File: src/hw/rtl/tli_ram.sv
`default_nettype none
// ============================================================================
// tli_ram
// Generic single-write, single-read RAM with registered read data.
// ============================================================================
module tli_ram #(
    parameter int WIDTH = 32,
    parameter int DEPTH = 64
) (
    input  wire logic                     clk,
    input  wire logic                     we,
    input  wire logic [$clog2(DEPTH)-1:0] waddr,
    input  wire logic [WIDTH-1:0]         wdata,
    input  wire logic [$clog2(DEPTH)-1:0] raddr,
    output logic      [WIDTH-1:0]         rdata
);

    logic [WIDTH-1:0] mem_reg [DEPTH];
    logic [WIDTH-1:0] rdata_reg;

    always_ff @(posedge clk)
    begin
        if (we)
        begin
            mem_reg[waddr] <= wdata;
        end
        rdata_reg <= mem_reg[raddr];
    end

    assign rdata = rdata_reg;

endmodule
`default_nettype wire

File: config.mk
export PLATFORM = sky130hd
export DESIGN_NAME = tli_ram
export DESIGN_NICKNAME = d
export VERILOG_FILES = /design/src/hw/rtl/tli_ram.sv
export SDC_FILE = /design/constraint.sdc
export NUM_CORES = 2
export LEC_CHECK = 0
export BUFFER_PORTS_ARGS = -buffer_cell sky130_fd_sc_hd__buf_2
export CAP_MARGIN = 15
export CORE_UTILIZATION = 65
export CTS_CLUSTER_SIZE = 28
export DETAILED_ROUTE_END_ITERATION = 12
export PLACE_DENSITY = 0.82
export SLEW_MARGIN = 20
export SYNTH_ARGS = -nofsm -noshare
export SYNTH_HDL_FRONTEND = slang
export SYNTH_SLANG_ARGS = --single-unit
File: constraint.sdc
create_clock -name clk -period 8.2 [get_ports clk]
set_input_delay 0.41 -clock clk [delete_from_list [all_inputs] [get_ports clk]]
set_output_delay 0.41 -clock clk [all_outputs]
set_load 0.01 [all_outputs]
### Word level (Yosys, flattened, before mapping)

Memories as Yosys holds them, arrays and structs flattened. A register that Yosys moved wholly into a read port is not among the register bits.
Index checks and enable logic that the tools add are counted.

* add/subtract/negate cells: 0
* multiply operators: 0
* divide/modulo/power cells: 0
* $lt $le $gt $ge: 0
* eq/ne operators: 0
* shifts and indexed selects: 0
* muxes and demuxes: 2
* bitwise gates (word level): 0
* reductions and logical operators: 0

Operators with widths (count)
* 1-bit two-way mux: 2

* register bits: 0
* bits in latches: 0
* bits in writable memories: 2048
* bits in read-only memories: 0
* input port bits: 46
* logic and storage cells: 3
* memories: 1

Memory list
* mem_reg: words 64, bits a word 32, read ports 1, clocked after Yosys merged registers in 1, wr ports 1, RTL line 18 `logic [WIDTH-1:0] mem_reg [DEPTH];`

### Longest topological paths before layout

* word-level depth: 2
* depth in mapped cells: 10
* depth with buffers taken out: 5

### Worst setup path before layout

Ideal clock, no wire load.

* path kind: input to register
* from: in waddr[3]
* to: mem mem_reg[48][0] (enable)
* setup time: 0.461 ns
* data arrival time: 3.109 ns
* setup slack: 4.630 ns
* stages on the path: 4
* path buffers: 1
* cell sequence: clkbuf_1 -> nor2b_1 -> nand4b_1 -> nor3_1

RTL lines
* start, declared: RTL line 12 `input wire logic [$clog2(DEPTH)-1:0] waddr,`
* end, declared: RTL line 18

Straight into the memory's write port.

==> impl_metrics.env <==
export IMPL_hpwl_mm=101
export IMPL_run_status="finished, final reports clean"
export IMPL_power_total_mw=21.5
export IMPL_syn_area_per_cell_um2=23.6
export IMPL_slew_headroom=0.0932
export IMPL_clock_fmax_mhz=292
export IMPL_clkTransAtPathRegs_ns=0.07
export IMPL_port_buffers=77
export IMPL_initial_core_util=0.655
export IMPL_ys_ff_latch=2080
export IMPL_skew_ns=0.0282
export IMPL_multiInputGateArea_um2=16000
export IMPL_hold_path_depth=1
export IMPL_startpoint_type="input pin"
export IMPL_power_density_nw_per_um2=246
export IMPL_hold_path_class="input pin to flop"
export IMPL_syn_cell_area_um2=78500
export IMPL_end_kind="flop"
export IMPL_criticalPathCategory="input pin to flop"
export IMPL_grt_pass1_vias=40500
export IMPL_ys_warn_count=0
export IMPL_synth_top_area_cell="edfxtp_1"
export IMPL_rows=127
export IMPL_tritoncts="yes"
export IMPL_grt_first_pass_wirelength_mm=298
export IMPL_ant_nets=0
export IMPL_clock_sinks=2080
export IMPL_grt_use_total=0.358
export IMPL_seqCellArea_um2=62100
export IMPL_largest_reg_flops=2048
export IMPL_insertion_delay_ns=0.80
export IMPL_design_core_area_um2=120000
export IMPL_arrival_ns=4.06
export IMPL_vias=39500
export IMPL_final_area_um2=87400
export IMPL_crit_path_max_fanout=107
export IMPL_ios=78
export IMPL_hold_viol=0
export IMPL_synth_cell_type_count=34
export IMPL_syn_instance_count=3324
export IMPL_drtIter0Drc=7524
export IMPL_report_final_slew_viol_count=0
export IMPL_required_ns=8.84
export IMPL_layout_nets=3551
export IMPL_finalWirelength_mm=215
export IMPL_drc=0
export IMPL_synth_fp_nets=3370
export IMPL_die_w_um=350
export IMPL_numCtsBuffers=189
export IMPL_rr_worst_depth=5
export IMPL_h_tree_depth=4
export IMPL_post_route_period_util=0.417
export IMPL_fillers=6171
export IMPL_irDropWorstVdd_mv=0.230
export IMPL_p_leak_nw=27.1
export IMPL_ys_seq_area_frac=0.791
export IMPL_drtPass1Iterations=7
export IMPL_die_area_um2=122000
export IMPL_wl_per_cell_um=40.7
export IMPL_layout_common_cells="edfxtp_1 (2,048), mux4_2 (544), clkbuf_16 (196)"
export IMPL_cts_resized=0
export IMPL_layout_commonest_cell="edfxtp_1"
export IMPL_place_congestion=0.815
export IMPL_grt_max_degree=131
export IMPL_antenna_found_initial=12
export IMPL_setup_viol=0
export IMPL_timing_setup_tns_ns=0
export IMPL_layout_drive_gt1_share=0.286
export IMPL_clockRootBuffer="clkbuf_16"
export IMPL_tightest_slew_ns=1.35
export IMPL_yosysTopAreaCellShare=0.783
export IMPL_ctsHoldBuffers=0
export IMPL_cts_buffer_depth=3
export IMPL_holdWs_ns=0.0600
export IMPL_die_h_um=350
export IMPL_vias_per_cell=7.47
export IMPL_rsz0062_at_grt="no"
export IMPL_placed_cell_area_um2=81300
export IMPL_synth_area_top_cells="edfxtp_1 (78%), mux4_2 (16%), mux2i_1 (1.2%)"
export IMPL_cts_setup_buffers=0
export IMPL_area_delta_synth_final_pct=11.3
export IMPL_overflow=0
export IMPL_maxCapViolations=0
export IMPL_fin_crit_ns=3.42
[synth_stat cells]
master       n
edfxtp_1  2048
mux4_2     544
nor2_1     137
mux2i_1     93
o22ai_1     84
clkbuf_1    74
a21oi_1     62
buf_2       57
dfxtp_1     32
o221ai_1    27
nand2_1     26
buf_4       25
buf_1       21
nor2b_1     15
a22oi_1     12
a311oi_1     8
nand2b_1     8
nor3_1       7
buf_6        5
nand3_1      5
nand3b_1     5
a41o_1       4
and3_1       4
o32ai_1      4
or3_1        3
or3b_2       3
and2_1       2
nand4_1      2
or3b_1       2
a31oi_1      1
nand4b_1     1
or2_0        1
or2_1        1
or2_2        1
[layer usage]
metal / wire length, um / part of all wire / vias up / track usage
met5: 34 / 0.00016 / - / 0
met4: 12700 / 0.059 / 6 / 0.187
met3: 29800 / 0.14 / 836 / 0.0900
met2: 105000 / 0.49 / 3786 / 0.572
met1: 67900 / 0.32 / 20200 / 0.464
li1: - / - / 14600 / -
[worst paths after layout]
path | to | slack [ns] | from
max | rdata[12]$_DFF_P_ | 4.78 | raddr[1]
min reg2reg | rdata[8]$_DFF_P_ | 0.74 | mem_reg[13][8]$_DFFE_PP_
min | mem_reg[43][17]$_DFFE_PP_ | 0.06 | wdata[17]
max reg2reg | rdata[4]$_DFF_P_ | 5.58 | mem_reg[1][4]$_DFFE_PP_
[power breakdown]
| part | internal, mW | switching, mW | leakage [nW] |
|---|---|---|---|
| Combinational | 0.385 | 0.682 | 5.54 |
| Clock | 4.76 | 3.85 | 2.91 |
| Sequential | 11.8 | 0.0516 | 18.7 |
[logic make-up (layout without fill, tap and decap cells)]
| logic type | after synthesis | after routing | synth area share |
|---|---|---|---|
| other | 0 | 8 | 0 |
| buffers and inverters | 182 | 523 | 0.0113 |
| muxes | 637 | 637 | 0.168 |
| DFF | 2080 | 2080 | 0.791 |
| and+or+nand+nor | 223 | 223 | 0.0127 |
| AOI/OAI and AO/OA | 202 | 202 | 0.0167 |
[metrics by stage]
step	worst slack, ns	cells	utilization
floorplan	4.63	3324	-
global placement	4.26	4921	0.679
detailed placement	4.16	4921	0.679
CTS	4.94	5272	0.728
global route	4.77	5280	0.729
finish	4.78	5285	0.729
[worst max-delay path, cell delays in order]
cell and delay, ns:
buf_8 0.52, buf_12 0.59, buf_4 0.71, mux4_2 0.63, o221ai_1 0.25, a21oi_1 0.14, a21oi_1 0.52, nor2_1 0.12
[area by class of cell]
type,count,area share
flip-flops and latches,2080,0.711
multi-input cells,1062,0.183
clock buffers,273,0.0614
well taps,1612,0.0231
repair buffers,172,0.0149
clock inverters,78,0.00657
diodes,8,0.000229
Power figures use the tool's default switching activity.
