**src/hw/rtl/tli_pkg.sv**
```systemverilog
`default_nettype none
// ============================================================================
// tli_pkg
// Shared types, constants and saturation helpers for the table interpolator.
// ============================================================================
package tli_pkg;

    localparam int POINTS_DEF = 64;
    localparam int FUNCS_DEF  = 4;

    localparam int DATA_W = 32;
    localparam int FRAC_W = 16;
    localparam int MAG_W  = DATA_W;
    localparam int QUOT_W = 2 * DATA_W - FRAC_W;
    localparam int PROD_W = 2 * DATA_W;
    localparam int SUM_W  = QUOT_W + 2;

    localparam int REQ_TYPE_W   = 2;
    localparam int POINT_IDX_W  = 6;
    localparam int FUNC_IDX_W   = 2;
    localparam int NUM_POINTS_W = 7;
    localparam int NUM_FUNCS_W  = 3;

    localparam int APB_ADDR_W  = 3;
    localparam int APB_DATA_W  = 32;
    localparam int REG_SEL_BIT = 2;

    localparam logic [0:0] REG_NUM_POINTS = 1'b0;
    localparam logic [0:0] REG_NUM_FUNCS  = 1'b1;

    localparam logic [NUM_POINTS_W-1:0] NUM_POINTS_RST = 7'd2;
    localparam logic [NUM_FUNCS_W-1:0]  NUM_FUNCS_RST  = 3'd1;

    localparam logic STATUS_OK      = 1'b0;
    localparam logic STATUS_EQUAL_X = 1'b1;

    typedef enum logic [REQ_TYPE_W-1:0] {
        REQ_WRITE_X    = 2'd0,
        REQ_WRITE_Y    = 2'd1,
        REQ_EVAL_VALUE = 2'd2,
        REQ_EVAL_SLOPE = 2'd3
    } tli_req_type_t;

    typedef struct packed {
        logic [REQ_TYPE_W-1:0]   req_type;
        logic [POINT_IDX_W-1:0]  point_index;
        logic [FUNC_IDX_W-1:0]   func_index;
        logic signed [DATA_W-1:0] data_value;
    } tli_req_t;

    typedef struct packed {
        logic [FUNC_IDX_W-1:0]    func_index_out;
        logic signed [DATA_W-1:0] result_value;
        logic                     status;
        logic                     last;
    } tli_result_t;

    // magnitude of a sign-extended difference
    function automatic logic [MAG_W-1:0] abs_diff(input logic [MAG_W:0] v);
        logic [MAG_W:0] neg_v;
        neg_v = -v;
        return v[MAG_W] ? neg_v[MAG_W-1:0] : v[MAG_W-1:0];
    endfunction

    // sign and magnitude quotient to saturated data word
    function automatic logic [DATA_W-1:0] sat_mag(input logic neg,
                                                  input logic [QUOT_W-1:0] mag);
        logic [QUOT_W-1:0] lim_pos;
        logic [QUOT_W-1:0] lim_neg;
        logic [DATA_W-1:0] mag_lo;
        lim_pos = {{(QUOT_W-DATA_W+1){1'b0}}, {(DATA_W-1){1'b1}}};
        lim_neg = lim_pos + QUOT_W'(1);
        mag_lo  = mag[DATA_W-1:0];
        if (neg)
        begin
            return (mag > lim_neg) ? {1'b1, {(DATA_W-1){1'b0}}} : -mag_lo;
        end
        return (mag > lim_pos) ? {1'b0, {(DATA_W-1){1'b1}}} : mag_lo;
    endfunction

    function automatic logic [DATA_W-1:0] sat_sum(input logic signed [SUM_W-1:0] v);
        logic signed [SUM_W-1:0] hi_lim;
        logic signed [SUM_W-1:0] lo_lim;
        hi_lim = {{(SUM_W-DATA_W+1){1'b0}}, {(DATA_W-1){1'b1}}};
        lo_lim = {{(SUM_W-DATA_W+1){1'b1}}, {(DATA_W-1){1'b0}}};
        if (v > hi_lim)
        begin
            return hi_lim[DATA_W-1:0];
        end
        if (v < lo_lim)
        begin
            return lo_lim[DATA_W-1:0];
        end
        return v[DATA_W-1:0];
    endfunction

endpackage
`default_nettype wire

```
**src/hw/rtl/tli_sermul.sv**
```systemverilog
`default_nettype none
// ============================================================================
// tli_sermul
// Bit-serial shift-add multiplier, one multiplier bit per cycle, unsigned.
// ============================================================================
module tli_sermul (
    input  wire logic                       clk,
    input  wire logic                       rst_n,
    input  wire logic                       start,
    input  wire logic [tli_pkg::MAG_W-1:0]  mplier,
    input  wire logic [tli_pkg::MAG_W-1:0]  mcand,
    output logic                            done,
    output logic      [tli_pkg::PROD_W-1:0] product
);
    import tli_pkg::*;

    localparam int CNT_W = $clog2(MAG_W + 1);

    logic [CNT_W-1:0]  cnt_reg, cnt_next;
    logic              done_reg, done_next;
    logic [PROD_W-1:0] prod_reg, prod_next;
    logic [MAG_W-1:0]  mcand_reg, mcand_next;
    logic [MAG_W:0]    part_sum;
    logic              running;

    always_comb
    begin
        running    = (cnt_reg != '0);
        part_sum   = {1'b0, prod_reg[PROD_W-1:MAG_W]}
                   + (prod_reg[0] ? {1'b0, mcand_reg} : '0);
        cnt_next   = cnt_reg;
        prod_next  = prod_reg;
        mcand_next = mcand_reg;
        done_next  = running && !start && (cnt_reg == CNT_W'(1));
        if (start)
        begin
            cnt_next   = CNT_W'(MAG_W);
            prod_next  = {{MAG_W{1'b0}}, mplier};
            mcand_next = mcand;
        end
        else if (running)
        begin
            cnt_next  = cnt_reg - CNT_W'(1);
            prod_next = {part_sum, prod_reg[MAG_W-1:1]};
        end
    end

    always_ff @(posedge clk or negedge rst_n)
    begin
        if (!rst_n)
        begin
            cnt_reg  <= '0;
            done_reg <= 1'b0;
        end
        else
        begin
            cnt_reg  <= cnt_next;
            done_reg <= done_next;
        end
    end

    always_ff @(posedge clk)
    begin
        prod_reg  <= prod_next;
        mcand_reg <= mcand_next;
    end

    assign done    = done_reg;
    assign product = prod_reg;

endmodule
`default_nettype wire

```
**config.mk**
```make
export PLATFORM = sky130hd
export DESIGN_NAME = tli_sermul
export DESIGN_NICKNAME = d
export VERILOG_FILES = /design/src/hw/rtl/tli_pkg.sv /design/src/hw/rtl/tli_sermul.sv
export SDC_FILE = /design/constraint.sdc
export NUM_CORES = 1
export LEC_CHECK = 0
export BUFFER_PORTS_ARGS = -buffer_cell sky130_fd_sc_hd__buf_2
export CORE_AREA = 8 8 155 142
export CTS_CLUSTER_DIAMETER = 40
export DETAILED_ROUTE_END_ITERATION = 10
export DIE_AREA = 0 0 163 150
export MAX_ROUTING_LAYER = met4
export SYNTH_ARGS = -nofsm -noshare
export SYNTH_HDL_FRONTEND = slang
export SYNTH_SLANG_ARGS = --single-unit
export TNS_END_PERCENT = 10
```
**constraint.sdc**
```tcl
create_clock -name clk -period 6.17 [get_ports clk]
set_input_delay 1.234 -clock clk [delete_from_list [all_inputs] [get_ports clk]]
set_output_delay 1.234 -clock clk [all_outputs]
set_load 0.02 [all_outputs]
```
Yosys cells after proc, flatten, opt, wreduce, memory -nomap -nowiden --
Index checks and enable logic that the tools add are counted. Widths: inputs -> output; s select.
Operators by class: add/sub/neg operators 2, multipliers 0, divide/modulo/power cells 0, order comparisons 0, eq/ne operators 1, shift-type cells 0, muxes and demuxes 5, bitwise logic cells 0, reductions and logical operators 5
Operators by type and width (count):
- $mux 32 | 3
- $add 32x32->33 | 1
- $mux 6 | 2
- $eq 6x1->1 const B | 1
- $reduce_bool 6->1 | 1
- $sub 6x1->6 const B | 1
- $logic_and 1x1->1 | 2
- $reduce_bool 2->1 | 1
- $logic_not 1->1 | 1
Storage, ports and cells: register bits 103, latch bits 0, bits in writable memories 0, memory bits (read-only) 0, memories 0

Logic depth before layout (Yosys ltp) --
Gate-level depths: netlist of the first run.
word-level depth 4, mapped depth 11

Worst setup path after synthesis of the first run --
Ideal clock, no wire load.
path type register to register, start register prod_reg[0], in the netlist product[0], end register prod_reg[59], in the netlist product[59], setup time 117 ps, arrival 2951 ps, setup slack 3101 ps, cell stages (with the launch flop) 12, buffers on the path 1, period minus slack after synthesis 3069 ps, cell sequence edfxtp_1 -> clkbuf_1 -> and2_1 -> ha_1 -> fa_1 -> a21o_1 -> a221oi_2 -> a2111o_1 -> a21o_1 -> a21oi_2 -> or3_1 -> a32o_1
On the way: longest elaborated chain between the ends 2
RTL lines:
- start, declared | RTL line tli_sermul.sv:21 | logic [PROD_W-1:0] prod_reg, prod_next;
- start signal, assigned | RTL line tli_sermul.sv:64 | prod_reg <= prod_next;
- $mux 32 | RTL line tli_sermul.sv:30 | + (prod_reg[0] ? {1'b0, mcand_reg} : '0);
- $add 32x32->33 | RTL line tli_sermul.sv:30
Every way passes these cells. A chain may end at the register's enable or synchronous reset.

Final worst setup path of the first run --
Same ends and word-level chain as after synthesis.

==> results of run 1 <==
==> placed cells by master (no fill, tap or decap), types with 9 or more instances in the layout <==
master     netlist  final
ha_1            34     34
nand2_1         57     57
o21ai_0         25     25
mux2_2          32     32
xor2_1          17     17
a21oi_1         43     43
and2_1          34     34
clkbuf_16        0      9
edfxtp_1        64     64
nor2_1          28     28
dfxtp_1         32     32
buf_2            2    130
a21o_1          17     17
inv_1            9      9
xnor2_1         10     10
a211oi_1        10     10
==> layout make-up <==
cell class | instances | share of cell area
Multi-Input combinational cell | 400 | 0.409
Sequential cell | 103 | 0.397
Timing Repair Buffer | 135 | 0.0998
Tap cell | 255 | 0.0463
Clock buffer | 10 | 0.0332
Clock inverter | 6 | 0.0102
Inverter | 9 | 0.00490
==> through the flow <==
step                      std cells  hold WS (ns)  worst slack [ns]  power, uW
after floorplan                 538         0.508              3.10       1960
final                           918         0.473              2.64       2940
after detailed placement        902         0.463              2.60       2360
after CTS                       918         0.477              2.57       2980
after global placement          902         0.459              2.66       2350
after global routing            918         0.493              2.36       3160
==> critical path: cells and delay by family, from the launching register on <==
family                   cells  cell delay, ns
flip-flops                   1            0.74
AND/OR/NAND/NOR              2            0.61
adder cells (fa/ha/maj)      2            0.64
AO/OA/AOI/OAI                6            1.42
==> power groups by stage <==
| stage | Clock, uW | Sequential (uW) | Combinational (uW) |
|---|---|---|---|
| 2_1_floorplan | 0 | 1210 | 751 |
| 3_3_place_gp | 0 | 1070 | 1280 |
| 3_5_place_dp | 0 | 1070 | 1290 |
| 4_1_cts | 620 | 1060 | 1300 |
| 5_1_grt | 643 | 1090 | 1430 |
| 6_report | 596 | 1060 | 1290 |
==> kinds of logic (layout without fill, tap and decap cells) <==
| group | after synthesis | count (layout) | share of synthesized area |
|---|---|---|---|
| adder cells (fa/ha/maj) | 35 | 35 | 0.0784 |
| AO/OA/AOI/OAI | 140 | 140 | 0.166 |
| multiplexers | 32 | 32 | 0.0634 |
| XOR/XNOR | 27 | 27 | 0.0416 |
| buffers and inverters | 35 | 160 | 0.0236 |
| AND/OR/NAND/NOR | 166 | 166 | 0.145 |
| flip-flops | 103 | 103 | 0.482 |
==> per-layer routing <==
metal | vias up | routed length (um)
met2 | 100 | 7040
met4 | 0 | 132
met3 | 11 | 847
li1 | 2232 | -
met5 | - | 0
met1 | 2162 | 7160
==> cells in the mapped netlist, types with 5 or more instances <==
library cell / count
xnor2_1: 10
nand3_1: 6
o211ai_1: 7
clkbuf_1: 22
a21oi_1: 43
a21o_1: 17
o21ai_0: 25
and3_1: 5
ha_1: 34
and2_1: 34
nor3_1: 8
edfxtp_1: 64
nand2_1: 57
nor4_1: 5
inv_1: 9
a211oi_1: 10
nand2b_1: 5
nand4_1: 5
nor2_1: 28
mux2_2: 32
dfrtp_1: 7
xor2_1: 17
dfxtp_1: 32
==> worst max-delay path by stage <==
stage / from / to / slack, ns / cells after the start
CTS: product[0]$_DFFE_PP_ / product[59]$_SDFFE_PP0P_ / 2.57 / 10
floorplan: product[0]$_DFFE_PP_ / product[59]$_SDFFE_PP0P_ / 3.10 / 11
global placement: product[0]$_DFFE_PP_ / product[59]$_SDFFE_PP0P_ / 2.66 / 10
finish: product[0]$_DFFE_PP_ / product[59]$_SDFFE_PP0P_ / 2.64 / 10
detailed placement: product[0]$_DFFE_PP_ / product[59]$_SDFFE_PP0P_ / 2.60 / 10
global route: product[0]$_DFFE_PP_ / product[59]$_SDFFE_PP0P_ / 2.36 / 10
==> results.sh, run 1 <==
export IMPL_status="finished, final reports clean"
export IMPL_initial_core_util=0.292
export IMPL_dpl_instance_area_sq_um=6600
export IMPL_setup_viol=0
export IMPL_cp_common_cell="a21o_1"
export IMPL_hpwl_mm=10.9
export IMPL_slowest_delay_ns=0.74
export IMPL_power_leakage_uw=0.00302
export IMPL_max_cap_viol_count=0
export IMPL_critPathKind="register to register"
export IMPL_grt_overflow=0
export IMPL_diodes=0
export IMPL_synth_top_area_frac=0.338
export IMPL_pwr_share_comb=0.438
export IMPL_drc=0
export IMPL_rsz0062_at_grt="false"
export IMPL_yosysWarnings=0
export IMPL_clock_sinks=103
export IMPL_synth_flop_cell="edfxtp_1"
export IMPL_globalRouteTotalUtil=0.129
export IMPL_power_frac_seq=0.360
export IMPL_cp_arrival_ns=3.78
export IMPL_grt_max_degree=59
export IMPL_via_per_inst=4.91
export IMPL_cts_tree="done"
export IMPL_antenna_found_initial=0
export IMPL_hold_class="register to register"
export IMPL_cts_max_path_buffers=2
export IMPL_met2_usage=0.199
export IMPL_ioPinCount=132
export IMPL_tightest_slew_ns=0.884
export IMPL_cts_made_buffers=9
export IMPL_finalHoldViolCount=0
export IMPL_netlist_area_sq_um=5680
export IMPL_drive_above_1_share=0.287
export IMPL_powerDensity_nw_per_um2=426
export IMPL_cts_root_buffer="clkbuf_16"
export IMPL_cp_end_kind="register"
export IMPL_multiInputGateArea_sq_um=2820
export IMPL_ys_seq_area_frac=0.482
export IMPL_r2r_cells=10
export IMPL_drtIter0Drc=188
export IMPL_drv_slew=0
export IMPL_period_needed_ns=3.53
export IMPL_cts_resized=0
export IMPL_min_delay_start="product[50]$_SDFFE_PP0P_"
export IMPL_syn2layout_area_growth_pct=21.3
export IMPL_grtUsageMet3=0.0366
export IMPL_io_buffers=131
export IMPL_grt_pass1_vias=4576
export IMPL_cpMaxStageDelayCell="edfxtp_1"
export IMPL_vias=4505
export IMPL_synthCells=538
export IMPL_hold_path_cell_count=2
export IMPL_wl_per_cell_um=16.5
export IMPL_n_fill_cell=2001
export IMPL_min_to="product[50]$_SDFFE_PP0P_"
export IMPL_finalCritPeriodShare=0.572
export IMPL_yosysTopAreaCell="edfxtp_1"
export IMPL_cp_start_kind="register"
export IMPL_htree_levels=3
export IMPL_syn_avg_cell_area_sq_um=10.6
export IMPL_wl_mm=15.2
export IMPL_irDropWorstVdd_mv=0.137
export IMPL_synth_nets=640
export IMPL_r2r_start="product[0]$_DFFE_PP_"
export IMPL_die_x_um=163
export IMPL_fin_nets=760
export IMPL_detail_route_first_pass_iterations=4
export IMPL_post_cts_setup_buffer_count=0
export IMPL_synth_seq_cells=103
export IMPL_finish_utilization=0.354
export IMPL_cp_cell_sequence="and2_1, ha_1, fa_1, a21o_1, a221oi_2, a2111o_1, a21o_1, a21oi_2, or3_1, a32o_1"
export IMPL_grt_pass1_wl_mm=24.4
export IMPL_core_sq_um=19500
export IMPL_seqCellArea_sq_um=2740
export IMPL_clock_skew_ns=0.0110
export IMPL_required_ns=6.42
export IMPL_power_internal_uw=1740
export IMPL_antenna_left=0
export IMPL_power_frac_clock=0.203
export IMPL_swShare=0.409
export IMPL_clk_pin_slew_ns=0.07
export IMPL_synth_edf_count=64
export IMPL_fin_tns_setup_ns=0
export IMPL_met1_usage=0.165
export IMPL_gp_congestion=0.820
export IMPL_dieArea_sq_um=24500
export IMPL_synth_distinct_cells=59
export IMPL_dieHeight_um=150
export IMPL_clk_latency_ns=0.36
export IMPL_rrSetupSlack_ns=2.64
export IMPL_slew_headroom=0.408
export IMPL_rr_endpoint="product[59]$_SDFFE_PP0P_"
export IMPL_power_switching_uw=1200
export IMPL_grt_busiest_layer="met2"
export IMPL_final_area_sq_um=6900
export IMPL_synth_area_leaders="edfxtp_1, dfxtp_1, ha_1"
export IMPL_timing_fmax_ghz=0.284
export IMPL_ctsHoldBuffers=0
export IMPL_path_max_fanout=33
export IMPL_synthArstFlopShare=0.0680
export IMPL_largest_register_ffs=64
export IMPL_num_rows=49
(Power assumes the default switching activity.)
==> run 2: changes to the inputs <==
Settings changed: ABC_AREA set to 1, CORE_AREA 8 8 155 142 to 8 8 164 150, DIE_AREA 0 0 163 150 to 0 0 172 158.
Clock period 6.17 ns to 2.9 ns, I/O delays scaled along.
==> run 2 against run 1 <==
  * Clock skew up 0.0021 ns
  * Fmax up 48%
  * Worst setup slack worse by 2.1 ns
  * Critical path depth up 5
  * Critical endpoint is now product[51]$_SDFFE_PP0P_
==> results.sh, run 2 <==
export IMPL_irDropWorstVdd_mv=0.346
export IMPL_yosysTopAreaCell="edfxtp_1"
export IMPL_cp_common_cell="nand2_1"
export IMPL_htree_levels=3
export IMPL_cts_root_buffer="clkbuf_16"
export IMPL_rrSetupSlack_ns=0.52
export IMPL_ctsHoldBuffers=0
export IMPL_mostFrequentLayoutCell="nand2_1"
export IMPL_syn2layout_area_growth_pct=20.5
export IMPL_io_buffers=131
export IMPL_fin_ws_ns=0.519
export IMPL_dieHeight_um=158
export IMPL_synth_distinct_cells=36
export IMPL_synth_flop_cell="edfxtp_1"
export IMPL_cts_made_buffers=9
export IMPL_clock_skew_ns=0.0131
export IMPL_syn_avg_cell_area_sq_um=7.12
export IMPL_globalRouteTotalUtil=0.140
export IMPL_die_x_um=172
export IMPL_powerDensity_nw_per_um2=747
export IMPL_drc=0
export IMPL_cts_resized=0
export IMPL_fin_nets=1136
export IMPL_synth_compound_area_frac=0.0426
export IMPL_grt_pass1_wl_mm=29.1
export IMPL_wl_mm=18.2
export IMPL_ioPinCount=132
export IMPL_ys_seq_area_frac=0.427
export IMPL_detail_route_first_pass_iterations=5
export IMPL_synth_top_area_frac=0.300
export IMPL_synth_edf_count=64
export IMPL_tightest_slew_ns=0.510
export IMPL_mostFrequentLayoutCells="nand2_1, inv_1, buf_2"
export IMPL_dp_slack_ns=0.541
export IMPL_vias=5727
export IMPL_num_rows=52
export IMPL_post_cts_setup_buffer_count=0
export IMPL_antenna_found_initial=2
export IMPL_finalHoldViolCount=0
export IMPL_cp_arrival_ns=2.64
export IMPL_synth_commonest_cells="nand2_1, inv_1, edfxtp_1, nor2_1, nand3_1"
export IMPL_drtIter0Drc=373
export IMPL_yosys_area_share_simple=0.338
export IMPL_clk_latency_ns=0.36
export IMPL_period_needed_ns=2.38
export IMPL_gp_congestion=0.890
export IMPL_fin_tns_setup_ns=0
export IMPL_antenna_left=0
export IMPL_cpMaxStageDelayCell="fa_1"
export IMPL_largest_register_ffs=64
export IMPL_synthArstFlopShare=0.0680
export IMPL_synth_seq_cells=103
export IMPL_cp_end_kind="register"
export IMPL_initial_core_util=0.291
export IMPL_netlist_area_sq_um=6400
export IMPL_grt_pass1_vias=5551
export IMPL_synthCells=900
export IMPL_drive_above_1_share=0.167
export IMPL_synth_area_leaders="edfxtp_1, nand2_1, dfxtp_1"
export IMPL_clk_pin_slew_ns=0.09
export IMPL_wl_per_cell_um=13.6
export IMPL_yosys_cell_count_top_type="nand2_1"
export IMPL_synth_top_family_by_area="simple AND/OR/NAND/NOR gates"
export IMPL_timing_fmax_ghz=0.420
export IMPL_hpwl_mm=14.4
export IMPL_clock_sinks=103
export IMPL_slowest_delay_ns=0.46
export IMPL_cts_max_path_buffers=2
export IMPL_critPathKind="register to register"
export IMPL_grt_max_degree=35
export IMPL_power_leakage_uw=0.00434
export IMPL_max_cap_viol_count=0
export IMPL_setup_viol=0
export IMPL_finalCritPeriodShare=0.821
export IMPL_required_ns=3.16
export IMPL_core_sq_um=22000
export IMPL_path_max_fanout=16
export IMPL_dieArea_sq_um=27200
export IMPL_synth_fa_ha_area_frac=0.0695
export IMPL_cp_start_kind="register"
export IMPL_cp_cell_sequence="buf_4, nand2_1, inv_1, ha_1, fa_1, nand3_1, nand3_1, nand3_1, nand3_1, nand2_1, nand2_1, nand2_1, nand2_1, nand2_1, nand2_1"
export IMPL_rsz0062_at_grt="false"
export IMPL_yosysWarnings=0
export IMPL_synth_xor_area_share=0.0164
export IMPL_slew_headroom=0.660
export IMPL_cts_tree="done"
export IMPL_synth_mux_area_frac=0
export IMPL_grt_overflow=0
export IMPL_status="finished, final reports clean"
export IMPL_synth_nets=1002
export IMPL_drv_slew=0
export IMPL_via_per_inst=4.28
export IMPL_hold_class="input pin to async pin"
[run 2: final timing paths]
check                                          from                        to  depth (start not counted)
max                            product[0]$_DFFE_PP_  product[51]$_SDFFE_PP0P_                         15
min                                           rst_n    cnt_reg[1]$_DFFE_PN0P_                          1
max reg2reg                    product[0]$_DFFE_PP_  product[51]$_SDFFE_PP0P_                         15
min reg2reg                product[38]$_SDFFE_PP0P_  product[38]$_SDFFE_PP0P_                          2
max in group asynchronous                     rst_n    cnt_reg[4]$_DFFE_PN0P_                          1
min in group clk                          mcand[11]   mcand_reg[11]$_DFFE_PP_                          1
[run 2: cell type report]
class,instances,area [sq um]
Fill cell,2438,14300
Multi-Input combinational cell,627,2990
Sequential cell,103,2740
Timing Repair Buffer,138,708
Inverter,155,587
Tap cell,297,372
Clock buffer,9,225
Clock inverter,7,93.8
Antenna cell,1,2.50
[run 2: worst max-delay path: cells and delay by family, from the launching register on]
family                     cells  cell delay [ns]
and+or+nand+nor               11             0.98
buffers and inverters          2             0.25
DFF                            1             0.39
adders and majority gates      2             0.67
[run 2: per-layer routing]
| layer | GRT usage | routed length, um | vias up |
|---|---|---|---|
| li1 | - | - | 3035 |
| met1 | 0.199 | 9510 | 2539 |
| met2 | 0.200 | 7580 | 146 |
| met3 | 0.0299 | 990 | 7 |
| met4 | 0.0283 | 138 | 0 |
| met5 | - | 0 | - |
[run 2: power by group]
| part | internal [uW] | leakage [uW] | switching [uW] | total, uW |
|---|---|---|---|---|
| clock network | 630 | 0.000154 | 660 | 1290 |
| registers | 1910 | 0.00102 | 234 | 2150 |
| logic | 776 | 0.00317 | 1550 | 2330 |
| total | 3320 | 0.00434 | 2450 | 5770 |
[run 2: cell families (layout without fill, tap and decap cells)]
kind of cell | Yosys count | count (layout)
AND/OR/NAND/NOR | 529 | 529
buffers and inverters | 170 | 309
flip-flops | 103 | 103
AO/OA/AOI/OAI | 51 | 51
adder cells (fa/ha/maj) | 35 | 35
XOR/XNOR | 12 | 12
other | 0 | 1
[run 2: per-stage QoR]
stage,cell area (sq um),utilization,hold slack [ns],std cells,power [uW]
finish,7710,0.351,0.0387,1337,5770
global route,7710,0.351,0.0350,1337,6170
CTS,7710,0.351,0.0251,1336,5830
detailed placement,7390,0.336,0.425,1320,4520
global placement,7390,0.336,0.424,1320,4510
floorplan,6400,-,0.284,900,3750
==> run 3: changes to the inputs <==
Clock period 2.9 ns to 2.3 ns, I/O delays scaled along.
==> run 3 against run 2 <==
  * Largest power group unchanged
  * Largest cell class unchanged
  * Hold slack gained 0.23 ns
  * Clock-buffer cell count up 1
  * Flip-flop and latch count stayed put
  * Critical path type unchanged
  * Sequential power increased by 30%
  * Cell area rose by 9.7%
  * Combinational power rose by 54%
  * First-iteration DRC count increased by 12%
  * Final cell count increased by 1.0%
==> results.sh, run 3 (synthesis results as in run 2) <==
export IMPL_dpl_instance_area_sq_um=7430
export IMPL_grt_max_degree=35
export IMPL_clock_sinks=103
export IMPL_setup_viol=0
export IMPL_required_ns=2.55
export IMPL_largest_register_ffs=64
export IMPL_path_max_fanout=5
export IMPL_final_area_sq_um=8460
export IMPL_clk_latency_ns=0.36
export IMPL_dieArea_sq_um=27200
export IMPL_finalHoldViolCount=0
export IMPL_drtIter0Drc=419
export IMPL_cp_common_cell="nand2_1"
export IMPL_timing_fmax_ghz=0.446
export IMPL_cts_tree="done"
export IMPL_vias=5922
export IMPL_critical_path_buf_inv_count=5
export IMPL_tightest_slew_ns=0.417
export IMPL_wl_mm=19.3
export IMPL_cpLargestDelayFamily="simple AND/OR/NAND/NOR gates"
export IMPL_cts_root_buffer="clkbuf_16"
export IMPL_syn2layout_area_growth_pct=32.2
export IMPL_rsz0062_at_grt="true"
export IMPL_wl_per_cell_um=14.3
export IMPL_period_needed_ns=2.24
export IMPL_clock_skew_ns=0.00972
export IMPL_cp_end_kind="register"
export IMPL_n_fill_cell=2367
export IMPL_cp_cell_sequence="buf_6, buf_4, nand2_1, inv_1, ha_4, nand2_1, inv_1, nand2_1, nand3_2, nand2_1, nand2_2, buf_4, xnor2_1, o21ai_1"
export IMPL_mostFrequentLayoutCells="nand2_1, inv_1, buf_2"
export IMPL_cts_max_path_buffers=2
export IMPL_power_leakage_uw=0.00444
export IMPL_finalCritPeriodShare=0.974
export IMPL_irDropWorstVdd_mv=0.372
export IMPL_critPathKind="register to register"
export IMPL_drc=0
export IMPL_cp_arrival_ns=2.49
export IMPL_finish_utilization=0.385
export IMPL_fin_nets=1151
export IMPL_grt_overflow=0
export IMPL_seqCellArea_sq_um=2740
export IMPL_antenna_found_initial=1
export IMPL_powerDensity_nw_per_um2=939
export IMPL_cts_made_buffers=9
export IMPL_status="finished, final reports clean"
export IMPL_io_buffers=131
export IMPL_slowest_delay_ns=0.45
export IMPL_die_x_um=172
export IMPL_grt_pass1_vias=5671
export IMPL_via_per_inst=4.38
export IMPL_core_sq_um=22000
export IMPL_holdWs_ns=0.266
export IMPL_htree_levels=3
export IMPL_slew_headroom=0.722
export IMPL_initial_core_util=0.291
export IMPL_diodes=0
export IMPL_drive_above_1_share=0.282
export IMPL_multiInputGateArea_sq_um=3620
export IMPL_hold_class="input pin to register"
export IMPL_ioPinCount=132
export IMPL_drv_slew=0
export IMPL_antenna_left=0
export IMPL_cpMaxStageDelayCell="edfxtp_1"
export IMPL_dieHeight_um=158
export IMPL_num_rows=52
export IMPL_grt_pass1_wl_mm=29.5
export IMPL_detail_route_first_pass_iterations=5
export IMPL_max_cap_viol_count=0
export IMPL_globalRouteTotalUtil=0.142
export IMPL_gp_congestion=0.908
export IMPL_mostFrequentLayoutCell="nand2_1"
export IMPL_clk_pin_slew_ns=0.08
export IMPL_hpwl_mm=14.4
export IMPL_cp_start_kind="register"
run 3: final timing paths:
path	startpoint	endpoint	slack [ns]	cells past startpoint
worst max-delay path	product[0]$_DFFE_PP_	product[45]$_SDFFE_PP0P_	0.06	14
max in group asynchronous	rst_n	cnt_reg[4]$_DFFE_PN0P_	1.67	2
worst max register to register	product[0]$_DFFE_PP_	product[45]$_SDFFE_PP0P_	0.06	14
worst min-delay path	mcand[14]	mcand_reg[14]$_DFFE_PP_	0.27	1
worst min register to register	product[52]$_SDFFE_PP0P_	product[52]$_SDFFE_PP0P_	0.48	2
min in group asynchronous	rst_n	cnt_reg[2]$_DFFE_PN0P_	0.47	2
run 3: area by class of cell:
class | instances | area share
multi-input combinational | 627 | 0.428
timing repair buffer | 153 | 0.102
clock buffer | 10 | 0.0271
tap | 297 | 0.0439
clock inverter | 6 | 0.00695
inverter | 155 | 0.0693
sequential | 103 | 0.323
run 3: metrics by stage:
| step | TNS, ns | cells | setup WS (ns) | total power, uW |
|---|---|---|---|---|
| 5_1_grt | -0.535 | 1351 | -0.0685 | 8480 |
| 2_1_floorplan | 0 | 900 | 0.00579 | 4730 |
| 4_1_cts | -0.0297 | 1342 | -0.0297 | 7340 |
| 3_3_place_gp | -0.106 | 1325 | -0.0748 | 5720 |
| 3_5_place_dp | -0.225 | 1325 | -0.0965 | 5730 |
| 6_report | 0 | 1351 | 0.0597 | 7950 |
run 3: worst reg2reg max path, delay by kind of cell (launching register included):
kind | cells | cell delay, ns
buffers and inverters | 5 | 0.59
and+or+nand+nor | 6 | 0.61
DFF | 1 | 0.45
AOI/OAI and AO/OA | 1 | 0.07
xor gates and xnor gates | 1 | 0.16
adders and majority gates | 1 | 0.23
run 3: where the power goes:
part	switching [uW]	leakage [uW]	total (uW)	internal, uW
registers	381	0.00102	2790	2410
clock network	794	0.000139	1560	768
logic	2210	0.00328	3590	1380
total	3390	0.00444	7950	4560
run 3: routing by layer:
metal / track usage / part of all wire
met1: 0.200 / 0.51
met2: 0.204 / 0.43
met3: 0.0289 / 0.048
met4: 0.0353 / 0.014
met5: - / 0
run 3: timing repair:
| item | 4_1_cts | 5_1_grt |
|---|---|---|
| endpoints found under the setup margin | 10 | 24 |
| hold buffers | 1 | 0 |
| gates resized for setup | 7 | 138 |
| hold endpoints to repair | 7 | 0 |
| pin swaps | 0 | 15 |
| gates cloned | 0 | 2 |
| buffers inserted | 0 | 7 |
